===== config.mk =====
export PLATFORM = sky130hd
export DESIGN_NAME = cmm_front
export DESIGN_NICKNAME = d
export VERILOG_FILES = /design/src/design/cmm_pkg.sv /design/src/design/cmm_front.sv
export SDC_FILE = /design/constraint.sdc
export NUM_CORES = 1
export LEC_CHECK = 0
export BUFFER_PORTS_ARGS = -buffer_cell sky130_fd_sc_hd__buf_4
export CELL_PAD_IN_SITES_DETAIL_PLACEMENT = 1
export CELL_PAD_IN_SITES_GLOBAL_PLACEMENT = 2
export CORE_ASPECT_RATIO = 1.4
export CORE_MARGIN = 2
export CORE_UTILIZATION = 48
export CTS_BUF_LIST = sky130_fd_sc_hd__clkbuf_16
export CTS_CLUSTER_SIZE = 8
export DETAILED_ROUTE_END_ITERATION = 10
export PLACE_DENSITY = 0.83
export RECOVER_POWER = 25
export REMOVE_ABC_BUFFERS = 1
export SETUP_SLACK_MARGIN = 0.5
export SLEW_MARGIN = 20
export SYNTH_ARGS = -nofsm -noshare
export SYNTH_HDL_FRONTEND = slang
export SYNTH_SLANG_ARGS = --single-unit

===== constraint.sdc =====
create_clock -name clock -period 4.1 [get_ports clock]
set_input_delay 0.205 -clock clock [delete_from_list [all_inputs] [get_ports clock]]
set_output_delay 0.205 -clock clock [all_outputs]
set_load 0.01 [all_outputs]

===== src/design/cmm_pkg.sv =====
package cmm_pkg;

   // sizes
   localparam int MAX_DIM      = 8;
   localparam int ELEM_BITS    = 16;
   localparam int IDX_BITS     = $clog2(MAX_DIM);
   localparam int STORE_DEPTH  = MAX_DIM * MAX_DIM;
   localparam int ADDR_BITS    = $clog2(STORE_DEPTH);
   localparam int PROD_BITS    = 2 * ELEM_BITS;
   localparam int WORD_BITS    = 2 * ELEM_BITS;

   // port field widths
   localparam int ACTION_BITS  = 2;
   localparam int POS_BITS     = 3;
   localparam int IN_PART_BITS = 16;
   localparam int ACC_BITS     = 36;
   localparam int DIM_BITS     = 4;
   localparam int CSR_IDX_BITS = 2;

   // queue depths
   localparam int CMD_DEPTH    = 4;
   localparam int OUT_DEPTH    = 4;

   localparam logic [DIM_BITS-1:0] DIM_RESET = DIM_BITS'(2);

   // request actions
   typedef enum logic [ACTION_BITS-1:0] {
      ACT_LOAD_A  = 2'd0,
      ACT_LOAD_B  = 2'd1,
      ACT_COMPUTE = 2'd2
   } action_type;

   // register indexes
   typedef enum logic [CSR_IDX_BITS-1:0] {
      CSR_A_ROWS = 2'd0,
      CSR_A_COLS = 2'd1,
      CSR_B_ROWS = 2'd2,
      CSR_B_COLS = 2'd3
   } csr_index_type;

   // classified command from front to back
   typedef enum logic [1:0] {
      CMD_LOAD_A,
      CMD_LOAD_B,
      CMD_COMPUTE
   } cmd_kind_type;

   typedef struct packed {
      cmd_kind_type                kind;
      logic [ADDR_BITS-1:0]        addr;
      logic signed [ELEM_BITS-1:0] re;
      logic signed [ELEM_BITS-1:0] im;
   } cmd_type;

   // one product element
   typedef struct packed {
      logic [POS_BITS-1:0]        row;
      logic [POS_BITS-1:0]        col;
      logic signed [ACC_BITS-1:0] re;
      logic signed [ACC_BITS-1:0] im;
      logic                       is_last;
      logic                       nam;
   } result_type;

   // dimension register as used: zero counts as one, clamp at the maximum
   function automatic logic [DIM_BITS-1:0] used_dim(input logic [DIM_BITS-1:0] v);
      logic [DIM_BITS-1:0] r;
      if (v == '0) begin
         r = DIM_BITS'(1);
      end else if (v > DIM_BITS'(MAX_DIM)) begin
         r = DIM_BITS'(MAX_DIM);
      end else begin
         r = v;
      end
      return r;
   endfunction

endpackage


===== src/design/cmm_front.sv =====
module cmm_front
   import cmm_pkg::*;
(
   input  logic                           clock,
   input  logic                           reset,
   input  logic                           req_push,
   output logic                           req_full,
   input  logic [ACTION_BITS-1:0]         req_action,
   input  logic [POS_BITS-1:0]            req_elem_row,
   input  logic [POS_BITS-1:0]            req_elem_col,
   input  logic signed [IN_PART_BITS-1:0] req_elem_real,
   input  logic signed [IN_PART_BITS-1:0] req_elem_imag,
   output logic                           cmd_valid,
   output cmd_type                        cmd,
   input  logic                           cmd_pop
);

   localparam int PTR_BITS = $clog2(CMD_DEPTH);
   localparam int CNT_BITS = $clog2(CMD_DEPTH + 1);

   cmd_type             q_ff [CMD_DEPTH];
   logic [PTR_BITS-1:0] wr_ptr_ff;
   logic [PTR_BITS-1:0] rd_ptr_ff;
   logic [CNT_BITS-1:0] count_ff;

   cmd_type entry;
   logic    keep;
   logic    in_range;
   logic    push_ok;
   logic    pop_ok;

   // classify the request
   always_comb begin
      in_range   = (DIM_BITS'(req_elem_row) < DIM_BITS'(MAX_DIM)) &&
                   (DIM_BITS'(req_elem_col) < DIM_BITS'(MAX_DIM));
      entry.addr = ADDR_BITS'(req_elem_row * MAX_DIM + req_elem_col);
      entry.re   = ELEM_BITS'(req_elem_real);
      entry.im   = ELEM_BITS'(req_elem_imag);
      case (req_action)
         ACT_LOAD_A: begin
            entry.kind = CMD_LOAD_A;
            keep       = in_range;
         end
         ACT_LOAD_B: begin
            entry.kind = CMD_LOAD_B;
            keep       = in_range;
         end
         ACT_COMPUTE: begin
            entry.kind = CMD_COMPUTE;
            keep       = 1'b1;
         end
         default: begin
            entry.kind = CMD_COMPUTE;
            keep       = 1'b0;
         end
      endcase
   end

   assign req_full  = (count_ff == CNT_BITS'(CMD_DEPTH));
   assign cmd_valid = (count_ff != '0);
   assign cmd       = q_ff[rd_ptr_ff];
   assign push_ok   = req_push && !req_full && keep;
   assign pop_ok    = cmd_pop && cmd_valid;

   // command queue storage
   always_ff @(posedge clock) begin
      if (push_ok) begin
         q_ff[wr_ptr_ff] <= entry;
      end
   end

   // command queue pointers
   always_ff @(posedge clock) begin
      if (reset) begin
         wr_ptr_ff <= '0;
         rd_ptr_ff <= '0;
         count_ff  <= '0;
      end else begin
         if (push_ok) begin
            wr_ptr_ff <= (wr_ptr_ff == PTR_BITS'(CMD_DEPTH - 1)) ? '0 :
                         wr_ptr_ff + PTR_BITS'(1);
         end
         if (pop_ok) begin
            rd_ptr_ff <= (rd_ptr_ff == PTR_BITS'(CMD_DEPTH - 1)) ? '0 :
                         rd_ptr_ff + PTR_BITS'(1);
         end
         if (push_ok && !pop_ok) begin
            count_ff <= count_ff + CNT_BITS'(1);
         end else if (pop_ok && !push_ok) begin
            count_ff <= count_ff - CNT_BITS'(1);
         end
      end
   end

endmodule


==> impl_metrics.tcl <==
set metrics [dict create \
    r2r-start "count_ff[0]$_SDFFE_PP0P_" \
    r2r_cells 9 \
    hp-start "reset" \
    fmax_mhz 409.1 \
    synthTopCellsByCount "edfxtp_1, mux4_2, dfxtp_1" \
    antenna_found_initial 0 \
    min_to "wr_ptr_ff[1]$_SDFFE_PP0P_" \
    synth-edff-count 160 \
    diodes 0 \
    numCtsBuffers 17 \
    h-tree-depth 4 \
    cp_max_fo 7 \
    core_um2 12810 \
    layout-drive-gt1-share_pct 34.98 \
    tightest_slew_ns 1.075 \
    synth.distinct_cells 28 \
    clockBufferDepth 2 \
    grt_max_degree 41 \
    tns_ns 0 \
    slew_headroom_pct 28.30 \
    ys.flop_type "edfxtp_1" \
    numClockSinks 169 \
    netlist_instances 262 \
    track_usage_pct 18.48 \
    dp.cells 488 \
    clkPwrFrac_pct 35.6 \
    period_share_pct 59.62 \
    synth.most_common_cell "edfxtp_1" \
    post_synth.cell_area_avg_um2 23.95 \
    clk_latency_ns 0.42 \
    max_cap_viol_count 0 \
    async_flop_share_pct 0 \
    postCtsSetupBuffers 0 \
    ant_nets 0 \
    reg2reg_slack_ns 1.66 \
    fin_nets 444 \
    ys_seq_area_share_pct 79.43 \
    grt_pass1_wl_mm 18.69 \
    port_buffers 85 \
    hold_depth 2 \
    dp_hpwl_mm 6.748 \
    hold_viol_final 0 \
    synth_top_area_cell "edfxtp_1" \
    finalClockSkew_ns 0.01375 \
    power_frac_seq_pct 46.0 \
    synthTopCellsByArea "edfxtp_1, mux4_2, dfxtp_1, ha_1, and3_2" \
    ff_latch_area_um2 4990 \
    route.vias.total 3045 \
    wl_mm 12.16 \
    hp-class "primary input to flip-flop" \
    dr.pass1.iters 4 \
    place_ws_ns 1.691 \
    fp.dieArea_um2 14020 \
    p_sw_mw 1.149 \
    power.static_leakage_nw 2.696 \
    required_ns 4.45 \
    drc 0 \
    cp_data_arrival_time_ns 2.79 \
    wl_per_cell_um 21.75 \
    fin_util_pct 62.48 \
    ys_ff_latch 169 \
    die_h_um 139.3 \
    fin_area_um2 8006 \
    fp.dieW_um 100.6 \
    grt_remaining_overflow 0 \
    setup_viol 0 \
    worst_slack_ns 1.656 \
    clkTransAtPathRegs_ns 0.07 \
    initial_core_util_pct 48.98 \
    drv_slew 0 \
    yosysWarnings 0 \
    powerDensity_nw_per_um2 595.0 \
    drt_iter0_drc 184 \
    grt_pass1_vias 3388 \
    synth_top_area_share_pct 76.56 \
    io_pins 86 \
    fin_cells 559 \
    crit_path_start_kind "flip-flop" \
    syn_area_um2 6276 \
    sw_frac_of_total_pct 24.11 \
    whs_ns 0.02186 \
    root_buffer "clkbuf_16" \
    core.rowCount 49 \
    period_minus_slack_ns 2.444 \
    status "finished, final reports clean" \
    combPwrFrac_pct 18.4 \
    areaGrowthSynthToFinish_pct 27.57 \
    place_area_um2 7043 \
    crit_type "flip-flop to flip-flop" \
    fillers 1084 \
    finalPower_mw 4.764 \
    cp-end-kind "flip-flop" \
    reg2reg_to "count_ff[2]$_SDFFE_PP0P_" \
    rsz0062_at_grt "false" \
    cts_tree "built" \
    multi_input_area_um2 1215 \
    intPower_mw 3.615 \
    vdd_drop_max_mv 0.3898 \
    via_per_inst 5.447 \
    gp_congestion 0.7306 \
]
## cells by family after synthesis
kind of cell / synth area share, %
AND/OR/NAND/NOR: 1.635
multiplexers: 14.67
buffers and inverters: 1.396
AO/OA/AOI/OAI: 1.076
flip-flops: 79.43
XOR/XNOR: 0.2792
adder cells (fa/ha/maj): 1.515
## layout by cell type (no fill, tap or decap), types with 2 or more instances in the layout
| master | instances |
|---|---|
| mux2i_1 | 2 |
| mux4_2 | 40 |
| o31ai_2 | 2 |
| dfxtp_1 | 7 |
| xor2_1 | 2 |
| or3_2 | 2 |
| a21oi_1 | 3 |
| clkinvlp_4 | 3 |
| inv_1 | 5 |
| clkinv_4 | 3 |
| nand3_1 | 2 |
| dlygate4sd3_1 | 38 |
| edfxtp_1 | 160 |
| nor2_1 | 3 |
| clkbuf_1 | 24 |
| buf_4 | 61 |
| ha_1 | 6 |
| and3_4 | 3 |
| clkbuf_16 | 17 |
| clkinv_1 | 3 |
| bufinv_16 | 5 |
## repair_timing
| item | CTS | global route |
|---|---|---|
| hold endpoints to repair | 150 | 0 |
| hold buffers | 38 | 0 |
| gates resized for setup | 0 | 0 |
## power groups by stage
stage,sequential [mW],clock [mW],combinational [mW]
after floorplan,2.18,0,0.493
after global placement,2.23,0,0.843
after detailed placement,2.24,0,0.857
after CTS,2.20,1.72,0.896
after global routing,2.22,1.77,0.945
final,2.19,1.70,0.876
## flip-flops by register name (all words and copies together), names as in the netlist, named ones only
register   cells
q_ff         160
count_ff       3
rd_ptr_ff      2
wr_ptr_ff      2
## worst max-delay path, cell delays in order (launching register included)
cell      delay (ns)
dfxtp_1         0.44
or3b_1          0.33
clkinv_4        0.09
nor2_2          0.17
ha_1            0.20
inv_1           0.06
fa_1            0.37
xor2_1          0.16
or3_2           0.41
a21oi_1         0.14
## cell type report
cell class / count / share of cell area [%]
flip-flops and latches: 169 / 62.32
clock buffers: 17 / 5.313
multi-input cells: 77 / 15.17
inverters: 4 / 0.2500
repair buffers: 124 / 11.94
well taps: 153 / 2.391
clock inverters: 15 / 2.610
## per-layer routing
layer  vias up  wire length (um)  track usage [%]
li1       1362                 -                -
met1      1586              4904            22.50
met2        78              6597            30.77
met3        19               437            5.374
met4         0               219            7.570
met5         -                 0                0
## worst max path at each step
stage | startpoint | end | slack [ns] | cells after the start
3_3_place_gp | count_ff[0]$_SDFFE_PP0P_ | count_ff[2]$_SDFFE_PP0P_ | 1.77 | 9
6_report | count_ff[0]$_SDFFE_PP0P_ | count_ff[2]$_SDFFE_PP0P_ | 1.66 | 9
2_1_floorplan | flip-flop | cmd[0] | 1.44 | 1
5_1_grt | count_ff[0]$_SDFFE_PP0P_ | count_ff[2]$_SDFFE_PP0P_ | 1.45 | 9
3_5_place_dp | count_ff[0]$_SDFFE_PP0P_ | count_ff[2]$_SDFFE_PP0P_ | 1.69 | 9
4_1_cts | flip-flop | cmd[13] | 1.67 | 2
Note: power is estimated with default switching activity, not from simulation.
